### config.mk
export PLATFORM = sky130hd
export DESIGN_NAME = bafs_ctrl
export DESIGN_NICKNAME = d
export VERILOG_FILES = /design/src/design/bafs_pkg.sv /design/src/design/bafs_ctrl.sv
export SDC_FILE = /design/constraint.sdc
export NUM_CORES = 1
export LEC_CHECK = 0
export BUFFER_PORTS_ARGS = -buffer_cell sky130_fd_sc_hd__clkbuf_2
export CAP_MARGIN = 20
export CORE_AREA = 2 2 39 41
export CTS_CLUSTER_DIAMETER = 80
export DETAILED_ROUTE_END_ITERATION = 16
export DIE_AREA = 0 0 41 43
export SKIP_CTS_REPAIR_TIMING = 1
export SLEW_MARGIN = 10
export SYNTH_ARGS = -nofsm -noshare
export SYNTH_HDL_FRONTEND = slang
export SYNTH_SLANG_ARGS = --single-unit
### constraint.sdc
create_clock -name clk -period 2.6 [get_ports clk]
set_input_delay 0.78 -clock clk [delete_from_list [all_inputs] [get_ports clk]]
set_output_delay 0.78 -clock clk [all_outputs]
set_load 0.02 [all_outputs]
### src/design/bafs_pkg.sv
`timescale 1ns / 1ps

package bafs_pkg;

	localparam int MAX_BITS   = 4096;
	localparam int WORD_COUNT = 64;
	localparam int WORD_SHIFT = 6;
	localparam int WORD_BITS  = 1 << WORD_SHIFT;

	// widths of the item fields are fixed
	localparam int SIZE_W = 13;
	localparam int BIDX_W = 12;
	localparam int EIDX_W = 13;

	localparam int WADDR_W = $clog2(WORD_COUNT);
	localparam int WCNT_W  = $clog2(WORD_COUNT + 1);
	localparam int OFF_W   = $clog2(WORD_BITS + 1);

	typedef logic [WORD_BITS-1:0] word_t;

	typedef enum logic [1:0] {
		MODE_FIND  = 2'd0,
		MODE_SET   = 2'd1,
		MODE_CLEAR = 2'd2,
		MODE_FILL  = 2'd3
	} mode_t;

	typedef struct packed {
		mode_t             mode;
		logic [BIDX_W-1:0] bit_index;
		logic [EIDX_W-1:0] end_index;
	} in_item_t;

	typedef struct packed {
		logic [SIZE_W-1:0] found_index;
		logic              not_found;
	} out_item_t;

	typedef enum logic [1:0] {
		ST_IDLE,
		ST_RUN,
		ST_PRESENT
	} ctl_state_t;

	typedef struct packed {
		logic load;
		logic issue;
		logic finish;
		logic present;
	} ctl_cmd_t;

	typedef struct packed {
		logic more;
		logic act;
		logic hit;
	} ctl_stat_t;

endpackage

### src/design/bafs_ctrl.sv
`timescale 1ns / 1ps

module bafs_ctrl import bafs_pkg::*; (
	input  logic      clk,
	input  logic      arst_n,
	input  logic      req_valid,
	output logic      req_ready,
	output logic      rsp_valid,
	input  logic      rsp_ready,
	input  ctl_stat_t stat,
	output ctl_cmd_t  cmd
);

	ctl_state_t state_q, state_d;
	logic       out_valid_q, out_valid_d;

	always_ff @(posedge clk or negedge arst_n) begin
		if (!arst_n) begin
			state_q     <= ST_IDLE;
			out_valid_q <= 1'b0;
		end else begin
			state_q     <= state_d;
			out_valid_q <= out_valid_d;
		end
	end

	always_comb begin
		state_d   = state_q;
		cmd       = '0;
		req_ready = 1'b0;
		unique case (state_q)
			ST_IDLE: begin
				req_ready = 1'b1;
				if (req_valid) begin
					cmd.load = 1'b1;
					state_d  = ST_RUN;
				end
			end
			ST_RUN: begin
				// stop issuing once a clear bit has been seen
				cmd.issue = stat.more && !stat.hit;
				if (stat.hit || (!stat.more && !stat.act)) begin
					cmd.finish = 1'b1;
					state_d    = ST_PRESENT;
				end
			end
			ST_PRESENT: begin
				if (!out_valid_q || rsp_ready) begin
					cmd.present = 1'b1;
					state_d     = ST_IDLE;
				end
			end
			default: state_d = ST_IDLE;
		endcase
		out_valid_d = cmd.present ? 1'b1 : (out_valid_q && !rsp_ready);
	end

	assign rsp_valid = out_valid_q;

endmodule

==> flow_results.org <==
** STA
- The worst pin sits at a relative slew slack of 0.888.
- Setup TNS :: 0 ps
- After layout, the worst setup slack is 490 ps.
- The worst path in the final design needs a cycle of 2110 ps, including I/O delays and setup.
- Worst slew pin tran :: 168 ps
- Between clock sinks in the finished design, the worst skew comes to 0.410 ps.
- The count of pins over their slew limit came to 0.
- Setup violations remaining at the end of the flow were counted as 0.
- Timing would allow up to 474 MHz.
- Hold timing on the final database bottoms out at a slack of 339 ps.
- Setup repair after global routing left no endpoint under its margin.
- In the finished design, the share of the clock period the worst path needs comes to 0.811.
- The number of endpoints with negative hold slack in the final report is 0.

** Worst setup path
- The most critical setup path has its startpoint at stat[1].
- The critical path contains buffers and inverters numbering 2 combined.
- Launching element type of the critical path :: primary input
- Cells along the critical path :: clkbuf_2, o21ba_2, nor2_1, clkbuf_2
- Gate family responsible for the most delay along the worst path :: buffers and inverters
- For this design, the slowest cell found on the critical path is o21ba_2.
- The critical path is of the in2out type.
- STA classifies the critical path endpoint as an output port.
- The worst register-to-register path ends at state_q[1].
- Along the worst path, the maximum fanout reaches 3.
- The most numerous cell type found on the critical path is clkbuf_2.
- Largest stage delay on the critical path :: 220 ps
- At the worst endpoint, the arrival time is 1330 ps.
- Setup slack on the worst reg-to-reg path comes out at 1750 ps.
- Data required time of the critical path :: 1820 ps
- The number of cells on the worst reg-to-reg path is 2.
- Source of the worst register-to-register timing path :: state_q[0]

** GRT
- The first global-routing pass estimated 586 microns of wire.
- GRT met1 Usage :: 0.0259
- In the global route stage, met3 resource usage came out at 0.0314.
- Entering global routing, the biggest net connects 6 pins.
- For this run, the total global-route usage over all layers was measured as 0.0543.
- GR Util met2 :: 0.0969
- Grt total ovfl :: 0
- The number of global-route vias before repair is 188.
- The global routing stage identified its most utilized layer as met2.
- The initial antenna violation count is 0.

** Placement
- Placed standard-cell area :: 245 sq um
- The congestion estimate from routability-driven global placement came to 0.525.
- Port bufs :: 12
- Timing analysis after detailed placement gives a worst setup slack of 487 ps.

** Route
- For this block, the routed nets add up to 363 microns of wire.
- For this run, the detailed router's first-pass iteration total came to 2.
- Via count normalized by instance count :: 3.56
- Once detail routing completed, the nets flagged for antenna violations numbered 0.
- In the final routed layout, each cell accounts on average for 7.56 microns.
- Violation count after the first detailed-route iteration :: 1
- The detailed router placed 171 vias in this run.
- For this run, design rule violations remaining after detail routing come to 0.

** Min path
- Type of the most critical hold path :: in2async

** Logic synthesis
- For this run, the number of Yosys warnings is 0.
- Number of nets in the synthesized netlist :: 23
- A synthesized cell averages 10.3 sq um.
- Proportion of synthesized chip area in sequential cells :: 0.455
- Summing every instance area after synthesis gives 165 sq um.
- Gate count of the mapped netlist :: 16
- Counting distinct cell types in the post-synthesis netlist gives 10.
- Count of state elements after synthesis :: 3

** CTS
- TritonCTS built the clock tree.
- Max H-tree Level :: 1
- Clock latency on the worst-skew pair, taken at its later pin, is 230 ps.
- After clock tree synthesis, the clock-pin slew on the worst setup and hold paths is 40 ps.
- Clock tree synthesis selected as its root buffer the cell clkbuf_4.
- The clock passes through at most 2 buffers.
- Clock buffers created by TritonCTS :: 3
- Num Clock Sinks :: 3

** Floorplan
- Row generation in the floorplan step produced 14 rows.
- Die Width :: 41 microns
- Core Area :: 1380 sq um
- Pin placement for this block handled 13 I/O pins.
- Floorplan die height :: 43 microns
- Die area :: 1760 sq um
- Starting density of the core :: 0.119

** Flow run
- Across the run, the number of max-cap violations was 0.

** Power and ir drop
- Net switching fraction of the power :: 0.415
- Flop pwr share :: 0.285
- Of the total power, the clock network draws 0.273.
- Total leakage power :: 0.000138 uW
- Part of the power in combinational logic :: 0.442
- The analysis attributes to net switching a power of 123 uW.
- In this run the power density over the cells is 1090 nW/um^2.
- Max IR drop VDD :: 0.155 mV
- The internal portion of the total power is 174 uW.

** Cells and area
- Number of antenna repair diodes :: 0
- Layout cell share with drive strength beyond 1 :: 0.563
- Final net count :: 40
- Design area :: 272 sq um
- Synth-to-Final Area Change :: 64.4%
- Final core occ :: 0.196

** Status
- The run finished with clean final reports.
## cells in the mapped netlist, drive strengths merged
cell type | number | area (sq um)
nor2 | 2 | 7.51
nor2b | 1 | 6.26
a31o | 1 | 8.76
nand2b | 3 | 18.8
dfrtp | 3 | 75.1
inv | 1 | 3.75
nor3b | 2 | 25.0
nand2 | 1 | 3.75
o22ai | 1 | 6.26
o21ba | 1 | 10.0
## power groups by stage
stage | combinational [uW] | sequential [uW] | clock [uW]
2_1_floorplan | 80.3 | 92.6 | 0
3_3_place_gp | 133 | 84.9 | 0
3_5_place_dp | 134 | 85.5 | 0
4_1_cts | 134 | 85.2 | 85.9
5_1_grt | 143 | 88.8 | 89.3
6_report | 131 | 84.7 | 81.2
## worst register-to-register path, delay by kind of cell, from the launching register on
family             cells  cell delay, ps
and+or+nand+nor        1             200
DFF                    1             410
AOI/OAI and AO/OA      1             160
## metrics by stage
| step | power (uW) | instances |
|---|---|---|
| finish | 297 | 48 |
| detailed placement | 219 | 44 |
| global placement | 217 | 44 |
| CTS | 305 | 48 |
| global route | 321 | 48 |
| floorplan | 173 | 16 |
## state kept, by name, indices dropped and copies added (netlist names)
register	flops
state_q	2
rsp_valid	1
## final cells by class
class / count / area, sq um
tap: 16 / 20.0
sequential: 3 / 75.1
fill: 165 / 1110
inverter: 1 / 3.75
clock buffer: 4 / 26.3
timing repair buffer: 12 / 60.1
multi-input combinational: 12 / 86.3
## cell usage in the layout (no fill, tap or decap)
| cell type | synthesis | final |
|---|---|---|
| clkbuf_2 | 0 | 12 |
| inv_1 | 1 | 1 |
| a31o_1 | 1 | 1 |
| nand2b_1 | 3 | 3 |
| clkbuf_1 | 0 | 1 |
| nor2_1 | 2 | 2 |
| clkbuf_4 | 0 | 3 |
| nor3b_2 | 2 | 2 |
| nor2b_1 | 1 | 1 |
| dfrtp_1 | 3 | 3 |
| nand2_1 | 1 | 1 |
| o21ba_2 | 1 | 1 |
| o22ai_1 | 1 | 1 |
## cell families (layout without fill, tap and decap cells)
| kind of cell | Yosys count | in the layout | synth area share |
|---|---|---|---|
| AND/OR/NAND/NOR | 9 | 9 | 0.371 |
| AO/OA/AOI/OAI | 3 | 3 | 0.152 |
| buffers and inverters | 1 | 17 | 0.0227 |
| flip-flops | 3 | 3 | 0.455 |
## worst max-delay path by stage
stage / to / depth (start not counted)
6_report: cmd[1] / 4
5_1_grt: cmd[1] / 4
4_1_cts: cmd[1] / 4
3_5_place_dp: cmd[1] / 4
3_3_place_gp: cmd[1] / 4
2_1_floorplan: cmd[1] / 2
## routing by layer
| layer | vias to the layer above | share of wire |
|---|---|---|
| met4 | 0 | 0 |
| li1 | 85 | - |
| met5 | - | 0 |
| met2 | 4 | 0.65 |
| met3 | 0 | 0.077 |
| met1 | 82 | 0.27 |
(Power assumes the default switching activity.)
